### config.mk
export PLATFORM = sky130hd
export DESIGN_NAME = star_letter_number_command_parser
export DESIGN_NICKNAME = d
export VERILOG_FILES = /design/src/rtl/core/slncp_pkg.sv /design/src/rtl/core/slncp_acc.sv /design/src/rtl/core/slncp_fsm.sv /design/src/rtl/core/star_letter_number_command_parser.sv
export SDC_FILE = /design/constraint.sdc
export NUM_CORES = 1
export LEC_CHECK = 0
export BUFFER_PORTS_ARGS = -buffer_cell sky130_fd_sc_hd__buf_2
export CAP_MARGIN = 20
export CORE_ASPECT_RATIO = 0.6
export CORE_MARGIN = 3
export CORE_UTILIZATION = 30
export DETAILED_ROUTE_END_ITERATION = 10
export GPL_TIMING_DRIVEN = 1
export PLACE_DENSITY = 0.54
export SYNTH_ARGS = -nofsm -noshare
export SYNTH_HDL_FRONTEND = slang
export SYNTH_SLANG_ARGS = --single-unit
### constraint.sdc
create_clock -name i_clk -period 4.9 [get_ports i_clk]
set_input_delay 0.49 -clock i_clk [delete_from_list [all_inputs] [get_ports i_clk]]
set_output_delay 0.49 -clock i_clk [all_outputs]
set_load 0.02 [all_outputs]
### src/rtl/core/slncp_pkg.sv
// Shared constants and character classifiers for the star-letter-number
// command parser. No dependencies; used by every module of the block.
`timescale 1ns / 1ps

package slncp_pkg;

    localparam int DEFAULT_VALUE_BITS = 31;
    localparam int CHAR_BITS          = 8;
    localparam int DIGIT_BITS         = 4;

    localparam logic [CHAR_BITS-1:0] CHAR_STAR = 8'h2A;  // '*'
    localparam logic [CHAR_BITS-1:0] CHAR_ZERO = 8'h30;  // '0'
    localparam logic [CHAR_BITS-1:0] CHAR_NINE = 8'h39;  // '9'
    localparam logic [CHAR_BITS-1:0] CHAR_A    = 8'h41;
    localparam logic [CHAR_BITS-1:0] CHAR_D    = 8'h44;
    localparam logic [CHAR_BITS-1:0] CHAR_F    = 8'h46;
    localparam logic [CHAR_BITS-1:0] CHAR_I    = 8'h49;
    localparam logic [CHAR_BITS-1:0] CHAR_P    = 8'h50;
    localparam logic [CHAR_BITS-1:0] CHAR_Q    = 8'h51;
    localparam logic [CHAR_BITS-1:0] CHAR_R    = 8'h52;
    localparam logic [CHAR_BITS-1:0] CHAR_T    = 8'h54;

    function automatic logic is_digit(input logic [CHAR_BITS-1:0] c);
        return (c >= CHAR_ZERO) && (c <= CHAR_NINE);
    endfunction

    function automatic logic is_cmd_letter(input logic [CHAR_BITS-1:0] c);
        return (c == CHAR_A) || (c == CHAR_F) || (c == CHAR_D) || (c == CHAR_I) ||
               (c == CHAR_P) || (c == CHAR_R) || (c == CHAR_Q) || (c == CHAR_T);
    endfunction

endpackage

### src/rtl/core/slncp_acc.sv
// Decimal digit accumulator: value * 10 + digit with saturation.
// Depends on slncp_pkg for widths.
`timescale 1ns / 1ps

module slncp_acc #(
    parameter int VALUE_BITS = slncp_pkg::DEFAULT_VALUE_BITS
) (
    input  logic [VALUE_BITS-1:0]           i_value,
    input  logic [slncp_pkg::DIGIT_BITS-1:0] i_digit,
    output logic [VALUE_BITS-1:0]           o_value,
    output logic                            o_sat
);

    localparam int WIDE_BITS = VALUE_BITS + 4;

    logic [WIDE_BITS-1:0] w_base;
    logic [WIDE_BITS-1:0] w_sum;
    logic [WIDE_BITS-1:0] w_max;

    // x*10 as x*8 + x*2: one adder tree, no multiplier
    assign w_base = WIDE_BITS'(i_value);
    assign w_max  = WIDE_BITS'({VALUE_BITS{1'b1}});
    assign w_sum  = (w_base << 3) + (w_base << 1) + WIDE_BITS'(i_digit);
    assign o_sat  = (w_sum > w_max);
    assign o_value = o_sat ? {VALUE_BITS{1'b1}} : w_sum[VALUE_BITS-1:0];

endmodule

### src/rtl/core/slncp_fsm.sv
// Parse state machine: phase, pending letter, accumulator and overflow flag.
// Depends on slncp_pkg and slncp_acc.
`timescale 1ns / 1ps

module slncp_fsm #(
    parameter int VALUE_BITS = slncp_pkg::DEFAULT_VALUE_BITS
) (
    input  logic                            i_clk,
    input  logic                            i_rst_n,
    input  logic                            i_step,
    input  logic [slncp_pkg::CHAR_BITS-1:0] i_data,
    input  logic                            i_last,
    output logic                            o_emit,
    output logic [slncp_pkg::CHAR_BITS-1:0] o_letter,
    output logic [VALUE_BITS-1:0]           o_value,
    output logic                            o_ovf
);

    typedef enum logic [1:0] {
        PH_IDLE   = 2'd0,
        PH_STAR   = 2'd1,
        PH_LETTER = 2'd2,
        PH_DIGITS = 2'd3
    } t_phase;

    t_phase                            r_phase, n_phase;
    logic [slncp_pkg::CHAR_BITS-1:0]   r_letter, n_letter;
    logic [VALUE_BITS-1:0]             r_acc, n_acc;
    logic                              r_ovf, n_ovf;

    logic [slncp_pkg::CHAR_BITS-1:0]   w_off;
    logic                              w_digit;
    logic [VALUE_BITS-1:0]             w_acc_in;
    logic [VALUE_BITS-1:0]             w_acc_out;
    logic                              w_sat;
    logic                              w_ovf_in;
    logic                              w_fresh;

    assign w_off   = i_data - slncp_pkg::CHAR_ZERO;
    assign w_digit = slncp_pkg::is_digit(i_data);

    // a new digit run starts from zero
    assign w_acc_in = (r_phase == PH_LETTER) ? '0 : r_acc;
    assign w_ovf_in = (r_phase == PH_LETTER) ? 1'b0 : r_ovf;

    slncp_acc #(
        .VALUE_BITS (VALUE_BITS)
    ) u_acc (
        .i_value (w_acc_in),
        .i_digit (w_off[slncp_pkg::DIGIT_BITS-1:0]),
        .o_value (w_acc_out),
        .o_sat   (w_sat)
    );

    always_comb begin
        n_phase  = r_phase;
        n_letter = r_letter;
        n_acc    = r_acc;
        n_ovf    = r_ovf;
        o_emit   = 1'b0;
        w_fresh  = 1'b0;
        unique case (r_phase)
            PH_DIGITS, PH_LETTER: begin
                if (w_digit) begin
                    n_acc   = w_acc_out;
                    n_ovf   = w_ovf_in | w_sat;
                    n_phase = PH_DIGITS;
                    o_emit  = i_last;
                end else begin
                    // a non-digit closes a run; it is then parsed afresh
                    o_emit  = (r_phase == PH_DIGITS);
                    w_fresh = 1'b1;
                end
            end
            PH_STAR: begin
                if (slncp_pkg::is_cmd_letter(i_data)) begin
                    n_letter = i_data;
                    n_phase  = PH_LETTER;
                end else begin
                    w_fresh = 1'b1;
                end
            end
            default: begin
                w_fresh = 1'b1;
            end
        endcase
        if (w_fresh) begin
            n_phase = (i_data == slncp_pkg::CHAR_STAR) ? PH_STAR : PH_IDLE;
        end
        if (i_last) begin
            n_phase  = PH_IDLE;
            n_letter = '0;
            n_acc    = '0;
            n_ovf    = 1'b0;
        end
        o_emit = o_emit & i_step;
    end

    // emitted fields: the updated run when a digit ends it, else the stored run
    assign o_letter = r_letter;
    assign o_value  = w_digit ? w_acc_out : r_acc;
    assign o_ovf    = w_digit ? (w_ovf_in | w_sat) : r_ovf;

    always_ff @(posedge i_clk) begin
        if (!i_rst_n) begin
            r_phase  <= PH_IDLE;
            r_letter <= '0;
            r_acc    <= '0;
            r_ovf    <= 1'b0;
        end else if (i_step) begin
            r_phase  <= n_phase;
            r_letter <= n_letter;
            r_acc    <= n_acc;
            r_ovf    <= n_ovf;
        end
    end

    a_last_clears: assert property (@(posedge i_clk) disable iff (!i_rst_n)
        i_step && i_last |=> (r_phase == PH_IDLE) && (r_acc == '0) && !r_ovf)
        else $error("last item did not return the parser to idle");

    a_letter_valid: assert property (@(posedge i_clk) disable iff (!i_rst_n)
        (r_phase == PH_LETTER || r_phase == PH_DIGITS) |->
            slncp_pkg::is_cmd_letter(r_letter))
        else $error("pending letter outside the command set");

    a_ovf_saturated: assert property (@(posedge i_clk) disable iff (!i_rst_n)
        r_ovf |-> (r_acc == {VALUE_BITS{1'b1}}))
        else $error("overflow flag set without saturated value");

    a_emit_phase: assert property (@(posedge i_clk) disable iff (!i_rst_n)
        o_emit |-> (r_phase == PH_DIGITS || r_phase == PH_LETTER))
        else $error("command emitted outside a digit run");

endmodule

### src/rtl/core/star_letter_number_command_parser.sv
// Top level of the star-letter-number command parser: input register,
// parse state machine (slncp_fsm) and result register. Depends on slncp_pkg.
`timescale 1ns / 1ps
//
//  Channel  | Direction | Payload
//  ---------+-----------+-----------------------------------------------------
//  s (in)   | slave     | tdata[7:0] data_byte, tlast last_byte
//  m (out)  | master    | tdata command_letter, command_value; tuser overflow
//
//  One item is accepted per cycle unless a stalled result fills both registers;
//  a result reaches the master side through the input register, then the
//  result register. The parse state update and the x*10+digit adder are
//  combinational between the two registers.
//  A stalled result holds in the result register while one further item
//  waits in the input register; tready drops only when both are full.
//  i_rst_n is synchronous, active low, and returns the parser to idle.

module star_letter_number_command_parser #(
    parameter int VALUE_BITS = slncp_pkg::DEFAULT_VALUE_BITS
) (
    input  logic                        i_clk,
    input  logic                        i_rst_n,
    // slave side
    input  logic                        i_s_tvalid,
    output logic                        o_s_tready,
    input  logic [7:0]                  i_s_tdata,   // [7:0] data_byte
    input  logic                        i_s_tlast,   // last_byte
    // master side
    output logic                        o_m_tvalid,
    input  logic                        i_m_tready,
    output logic [((slncp_pkg::CHAR_BITS + VALUE_BITS + 7) / 8) * 8 - 1:0]
                                        o_m_tdata,   // [7:0] command_letter,
                                                     // then command_value,
                                                     // zero padded
    output logic                        o_m_tuser    // value_overflow
);

    localparam int OUT_DATA_BITS = ((slncp_pkg::CHAR_BITS + VALUE_BITS + 7) / 8) * 8;

    logic                            r_in_valid;
    logic [slncp_pkg::CHAR_BITS-1:0] r_in_data;
    logic                            r_in_last;

    logic                            r_out_valid;
    logic [slncp_pkg::CHAR_BITS-1:0] r_out_letter;
    logic [VALUE_BITS-1:0]           r_out_value;
    logic                            r_out_ovf;

    logic                            w_advance;
    logic                            w_step;
    logic                            w_accept;
    logic                            w_emit;
    logic [slncp_pkg::CHAR_BITS-1:0] w_letter;
    logic [VALUE_BITS-1:0]           w_value;
    logic                            w_ovf;

    // result register can take a new value when empty or being drained
    assign w_advance  = !r_out_valid || i_m_tready;
    assign w_step     = r_in_valid && w_advance;
    assign o_s_tready = !r_in_valid || w_advance;
    assign w_accept   = i_s_tvalid && o_s_tready;

    always_ff @(posedge i_clk) begin
        if (!i_rst_n) begin
            r_in_valid <= 1'b0;
        end else if (w_accept) begin
            r_in_valid <= 1'b1;
        end else if (w_step) begin
            r_in_valid <= 1'b0;
        end
    end

    // payload: hold while the input register is stalled
    always_ff @(posedge i_clk) begin
        if (w_accept) begin
            r_in_data <= i_s_tdata;
            r_in_last <= i_s_tlast;
        end
    end

    slncp_fsm #(
        .VALUE_BITS (VALUE_BITS)
    ) u_fsm (
        .i_clk    (i_clk),
        .i_rst_n  (i_rst_n),
        .i_step   (w_step),
        .i_data   (r_in_data),
        .i_last   (r_in_last),
        .o_emit   (w_emit),
        .o_letter (w_letter),
        .o_value  (w_value),
        .o_ovf    (w_ovf)
    );

    always_ff @(posedge i_clk) begin
        if (!i_rst_n) begin
            r_out_valid <= 1'b0;
        end else if (w_advance) begin
            r_out_valid <= w_emit;
        end
    end

    always_ff @(posedge i_clk) begin
        if (w_advance && w_emit) begin
            r_out_letter <= w_letter;
            r_out_value  <= w_value;
            r_out_ovf    <= w_ovf;
        end
    end

    assign o_m_tvalid = r_out_valid;
    assign o_m_tdata  = OUT_DATA_BITS'({r_out_value, r_out_letter});
    assign o_m_tuser  = r_out_ovf;

    a_in_hold: assert property (@(posedge i_clk) disable iff (!i_rst_n)
        r_in_valid && !w_advance |=> r_in_valid && $stable(r_in_data))
        else $error("stalled input item lost");

    a_no_step_when_blocked: assert property (@(posedge i_clk) disable iff (!i_rst_n)
        w_emit |-> w_step)
        else $error("result produced without a processed item");

    a_out_hold: assert property (@(posedge i_clk) disable iff (!i_rst_n)
        o_m_tvalid && !i_m_tready |=>
            o_m_tvalid && $stable(o_m_tdata) && $stable(o_m_tuser))
        else $error("stalled result changed before it was taken");

endmodule
==> out/metrics.csv, run 1 <==
metric,value,unit
outcome,completed,
fin_skew,0.00823,ns
cts_max_level,3,
syn_area_per_cell,9.23,sq um
crit_type,flop to flop,
cts_buffers,9,
design.core.area,20200,sq um
cts_sinks,93,
rsz0062_at_grt,no,
crit_path_cell_trace,"nand2b_1, buf_4, and2_1, ha_1, ha_1, inv_1, fa_1, nand2b_1, a21oi_1, o21a_1, o21ai_1, mux2i_2, o211ai_4, buf_4, nor4_1, o21ai_0",
area_growth,17.7,%
grt-busiest-layer,met1,
drt_iter0_drc,437,
ys_seq_area_frac,0.377,
power,1.66,mW
switching_share,0.222,
synthArstFlopShare,0,
ys_top_cells_by_area,"edfxtp_1 24%, dfxtp_1 14%, ha_1 12%",
vias,5319,
use_met3,0.0375,
clk_root_buffer_cell,clkbuf_16,
hpwl,13500,microns
die_area,22600,sq um
min_path_type,input pin to flop,
fmax,224,MHz
place_congestion,0.921,
path_buf_inv,3,
die_h,118,microns
cp.required,4.98,ns
clk_latency,0.36,ns
die-width,192,microns
leakage,3.23,nW
cp_max_fo,12,
crit_path_end_kind,flop,
crit_path_top_delay_cell,nor4_1,
grt_pass1_wl,28300,microns
crit_family,simple AND/OR/NAND/NOR gates,
synth_area,6240,sq um
grt_usage,0.157,
drt_first_pass_iters,5,
pwr-share-clk,0.469,
ctsLongestPathBuffers,2,
fin_nets,822,
drv_slew,0,
start_util,0.309,
hold_viol_final,0,
cpPeakStageDelay,0.61,ns
drc,0,
wl_per_cell,17.1,microns
met2_usage,0.199,
slew_headroom,0.531,
period_minus_slack,4.47,ns
tns,0,ns
p_comb_frac,0.030,
peakVddDrop,0.175,mV
dp.cells,1007,
p_int,1.29,mW
seqPwrFrac,0.501,
p_per_area,227,nW/um^2
synth.top_cells.by_count,"73 x nand2_1, 61 x ha_1, 60 x nor2_1",
floorplan.rows,40,
synth.top_cell.area_share,0.236,
port_buffers,54,
clkTransAtPathRegs,0.07,ns
first_global_vias,5020,
finalNonFillerCells,1025,
diodes,0,
synth_largest_area_cell,edfxtp_1,
syn-num-nets,751,
synth-seq-cells,93,
wl,17600,microns
post_route_cells_drive_above_1_share,0.177,
crit_path_start_kind,flop,
use_met1,0.262,
yosysUniqueCellTypes,67,
synth-main-ff-cell,edfxtp_1,
grt_max_degree,46,
viasPerCell,5.19,
arrival,4.56,ns
synth-edff-count,49,
yosys_warnings,0,
hold_ws,0.304,ns
setup_violations,0,
worst_pin_slew,0.703,ns
overflow,0,
ant_nets,0,
p_switching,370,uW
antenna_found_initial,1,
yosysMostFrequentCell,nand2_1,
n_fill_cell,2088,
pin_count,56,
drv_cap,0,
post-route-util,0.363,
cts_tree,done,
min_period_over_period,0.913,
synthCells,676,
## worst reg2reg max path: cells and delay by family, from the launching register on
| family | cells | cell delay [ns] |
|---|---|---|
| simple gates | 4 | 1.14 |
| compound gates | 5 | 0.98 |
| fa+ha+maj | 3 | 0.88 |
| buf+inv | 3 | 0.46 |
| flops | 1 | 0.45 |
| mux | 1 | 0.28 |
## per-stage QoR
stage                     cell area (sq um)  worst slack [ns]
after floorplan                        6240              1.06
after global placement                 7000             0.365
after CTS                              7330             0.320
after global routing                   7340            0.0893
final                                  7340             0.426
after detailed placement               7000             0.350
## state kept, by name, summed over array words and instances, names as in the netlist
signal / cells
o_m_tuser: 1
o_m_tvalid: 1
r_in_data: 8
r_in_last: 1
r_in_valid: 1
r_out_letter: 8
r_out_value: 31
u_fsm.o_letter: 8
u_fsm.r_acc: 31
u_fsm.r_ovf: 1
u_fsm.r_phase: 2
## area by class of cell
| cell class | count | area, sq um | area share |
|---|---|---|---|
| clock buffer | 10 | 229 | 0.0312 |
| clock inverter | 6 | 93.8 | 0.0128 |
| sequential | 93 | 2350 | 0.320 |
| inverter | 15 | 56.3 | 0.00767 |
| tap | 273 | 342 | 0.0465 |
| multi-input combinational | 538 | 3700 | 0.504 |
| timing repair buffer | 90 | 566 | 0.0770 |
## layer usage
metal  vias up  routed length, microns
met3        12                    1070
met2       149                    6460
met4         0                     159
met5         -                       0
li1       2648                       -
met1      2510                    9880
## repair_timing
| item | in CTS | in global routing |
|---|---|---|
| hold buffers | 0 | 0 |
| gates resized for setup | 0 | 0 |
| setup buffers | 0 | 2 |
| endpoints found under the setup margin | 0 | 11 |
## cells by family after synthesis
kind of cell               count (synthesis)  share of synthesized area
DFF                                       93                      0.377
buffers and inverters                     45                     0.0319
other                                      1                   0.000601
xor gates and xnor gates                  25                     0.0351
and+or+nand+nor                          250                      0.200
AOI/OAI and AO/OA                        194                      0.219
muxes                                      6                     0.0108
adders and majority gates                 62                      0.126
## cells in the final DEF, fill, tap and decap left out, types with 3 or more instances in the layout
master     instances
mux2i_1            4
nor3_1             9
o21ai_1            3
and2_1            34
o21bai_1           4
nand4_1            9
xor2_1            13
a21boi_0           7
nand3_1           16
a21oi_1           42
edfxtp_1          49
nor2_1            58
xnor2_1           12
inv_1             14
buf_4             34
a22oi_1            6
o211ai_2          11
a211o_1            3
o31ai_1            3
clkbuf_16          9
a31oi_1           28
buf_2             54
nand2_1           73
and3_1             8
o21a_1             7
or2_1              3
nand2b_1          10
a21o_1             7
dfxtp_1           44
nor4_1            10
o211ai_1          16
nor2b_1            5
o21ai_0           33
a211oi_1           5
ha_1              61
## worst paths after layout
check | end | slack, ns | cells after the start | from
setup / recovery | r_out_value[30]$_DFFE_PP_ | 0.43 | 16 | u_fsm.r_phase[1]$_SDFFE_PN0P_
hold / removal | r_in_data[5]$_DFFE_PP_ | 0.30 | 1 | i_s_tdata[5]
setup reg to reg | r_out_value[30]$_DFFE_PP_ | 0.43 | 16 | u_fsm.r_phase[1]$_SDFFE_PN0P_
hold reg to reg | r_out_letter[5]$_DFFE_PP_ | 0.43 | 0 | u_fsm.o_letter[5]$_SDFFE_PN0P_
## power by group through the flow
stage,Combinational (mW),Sequential (mW),Clock (mW)
2_1_floorplan,0.0336,0.847,0
3_3_place_gp,0.0501,0.851,0
3_5_place_dp,0.0499,0.852,0
4_1_cts,0.0501,0.834,0.801
5_1_grt,0.0568,0.835,0.825
6_report,0.0500,0.834,0.780
No activity file was read; power rests on OpenSTA's default activity.
==> run 2, diff against run 1 <==
- PLACE_DENSITY: 0.54 -> 0.56
- clock period: 4.9 -> 3.9 ns (I/O delays scaled with it)
==> out/metrics.csv, run 2 (same netlist as run 1, synthesis figures left out) <==
metric,value,unit,change
fmax,266,MHz,+19%
start_util,0.309,,unchanged
reg2reg_depth,16,,unchanged
vias,5884,,+11%
register_area,2350,sq um,unchanged
drt_iter0_drc,496,,+14%
tns,0,ns,unchanged
post_route_cells_drive_above_1_share,0.357,,+0.181
place_congestion,0.893,,-3.0%
switching_share,0.227,,+0.00497
p_int,1.57,mW,+22%
dp.cells,1127,,+12%
antenna_found_initial,0,,-1
drv_slew,0,,unchanged
power,2.04,mW,+22%
diodes,0,,unchanged
cp_max_fo,18,,+6
finalNonFillerCells,1157,,+13%
arrival,3.84,ns,-0.72 ns
crit_path_end_kind,flop,,
crit_type,flop to flop,,
first_global_vias,5329,,+6.2%
crit_path_start_kind,flop,,
seqPwrFrac,0.512,,+0.011
ctsLongestPathBuffers,2,,unchanged
port_buffers,54,,unchanged
clk_latency,0.35,ns,about the same
cp.required,3.98,ns,-1.00 ns
multiInputGateArea,4150,sq um,+12%
drt_first_pass_iters,5,,unchanged
p_per_area,230,nW/um^2,+1.4%
clkTransAtPathRegs,0.07,ns,about the same
n_fill_cell,2013,,-3.6%
grt_pass1_wl,29300,microns,+3.4%
wl_per_cell,16.2,microns,-5.7%
wl,18700,microns,+6.4%
slew_headroom,0.507,,-0.0238
layout_common_cells,"154 x buf_4, 72 x nand2_1, 56 x nor2_1",,
hold_viol_final,0,,unchanged
holdPathStages,1,,unchanged
grt_usage,0.165,,+0.00795
post-route-util,0.438,,+0.0748
worst_pin_slew,0.739,ns,+0.0357 ns
floorplan.rows,40,,unchanged
min_path_type,input pin to flop,,
die_h,118,microns,unchanged
peakVddDrop,0.194,mV,+11%
p_comb_frac,0.034,,+0.004
cts_buffers,9,,unchanged
clk_root_buffer_cell,clkbuf_16,,
cts_sinks,93,,unchanged
setup_violations,0,,unchanged
leakage,3.97,nW,+23%
hpwl,14200,microns,+4.7%
drv_cap,0,,unchanged
overflow,0,,unchanged
fin_nets,954,,+16%
ctsHoldBuffers,0,,unchanged
final_common_cell,buf_4,,
drc,0,,unchanged
pwr-share-clk,0.453,,-0.016
p_switching,462,uW,+25%
top_regs,"r_out_value (31), u_fsm.r_acc (31)",,
fin_skew,0.00821,ns,-0.0000219 ns
min_period_over_period,0.963,,+0.0498
ant_nets,0,,unchanged
outcome,completed,,
design.core.area,20200,sq um,unchanged
area_growth,41.9,%,
viasPerCell,5.09,,-2.0%
grt_max_degree,46,,unchanged
pin_count,56,,unchanged
cts_max_level,3,,unchanged
period_minus_slack,3.76,ns,-0.719 ns
die-width,192,microns,unchanged
cts_tree,done,,
die_area,22600,sq um,unchanged
-- run 2: cell types whose count changed in the layout (fill, tap and decap cells not counted), moves of 5 or more --
cell,previous run,this run
buf_4,34,154
ha_1,61,46
nor4_4,1,6
o21ai_0,33,25
ha_4,0,15
o21ai_1,3,9
nor4_1,10,4
buf_6,0,5
-- run 2: final cells by class --
type                    count  share of cell area
repair buffers            221               0.185
clock inverters             7              0.0105
flip-flops and latches     93               0.266
multi-input cells         539               0.468
clock buffers               9              0.0254
well taps                 273              0.0386
inverters                  15             0.00636
-- run 2: what timing repair did --
action / 4_1_cts / 5_1_grt
buffers inserted: 6 / 6
gates resized for setup: 19 / 65
cloned: 1 / 1
setup endpoints to repair: 55 / 64
pin swaps: 10 / 19
-- run 2: layer usage --
layer	wire (microns)	up-vias	GRT usage
li1	-	2932	-
met1	10200	2763	0.278
met2	6980	170	0.204
met3	1340	19	0.0366
met4	223	0	0.0346
met5	0	-	0
-- run 2: power groups by stage --
stage / logic [mW] / clock network [mW] / registers [mW]
detailed placement: 0.0684 / 0 / 1.07
global placement: 0.0676 / 0 / 1.07
CTS: 0.0692 / 0.945 / 1.04
floorplan: 0.0422 / 0 / 1.06
finish: 0.0699 / 0.923 / 1.04
global route: 0.0784 / 0.988 / 1.04
-- run 2: worst paths after layout --
path                                       start                   endpoint  slack (ns)
hold / removal                         i_s_tlast        r_in_last$_DFFE_PP_        0.21
setup / recovery   u_fsm.r_phase[0]$_SDFFE_PN0P_   r_out_value[3]$_DFFE_PP_        0.14
hold reg to reg   u_fsm.o_letter[3]$_SDFFE_PN0P_  r_out_letter[3]$_DFFE_PP_        0.43
setup reg to reg   u_fsm.r_phase[0]$_SDFFE_PN0P_   r_out_value[3]$_DFFE_PP_        0.14
-- run 2: worst max-delay path, cell delays in order, from the launching register on --
cell      delay, ns
dfxtp_1        0.31
nand2b_4       0.18
buf_12         0.16
and2_2         0.23
ha_1           0.30
ha_1           0.31
a21oi_1        0.25
o21ai_0        0.12
and4_1         0.23
nor4b_2        0.30
buf_4          0.18
or2_4          0.13
a211oi_4       0.06
buf_4          0.17
nor3_4         0.28
buf_12         0.17
a31oi_1        0.08
-- run 2: metrics by stage --
stage               area (sq um)  hold WS (ns)  setup WS [ns]
floorplan                   6240         0.401         0.0608
global placement            7900         0.413         -0.668
detailed placement          7900         0.421         -0.707
CTS                         8390         0.191        -0.0690
global route                8850         0.189       -0.00810
finish                      8850         0.205          0.145
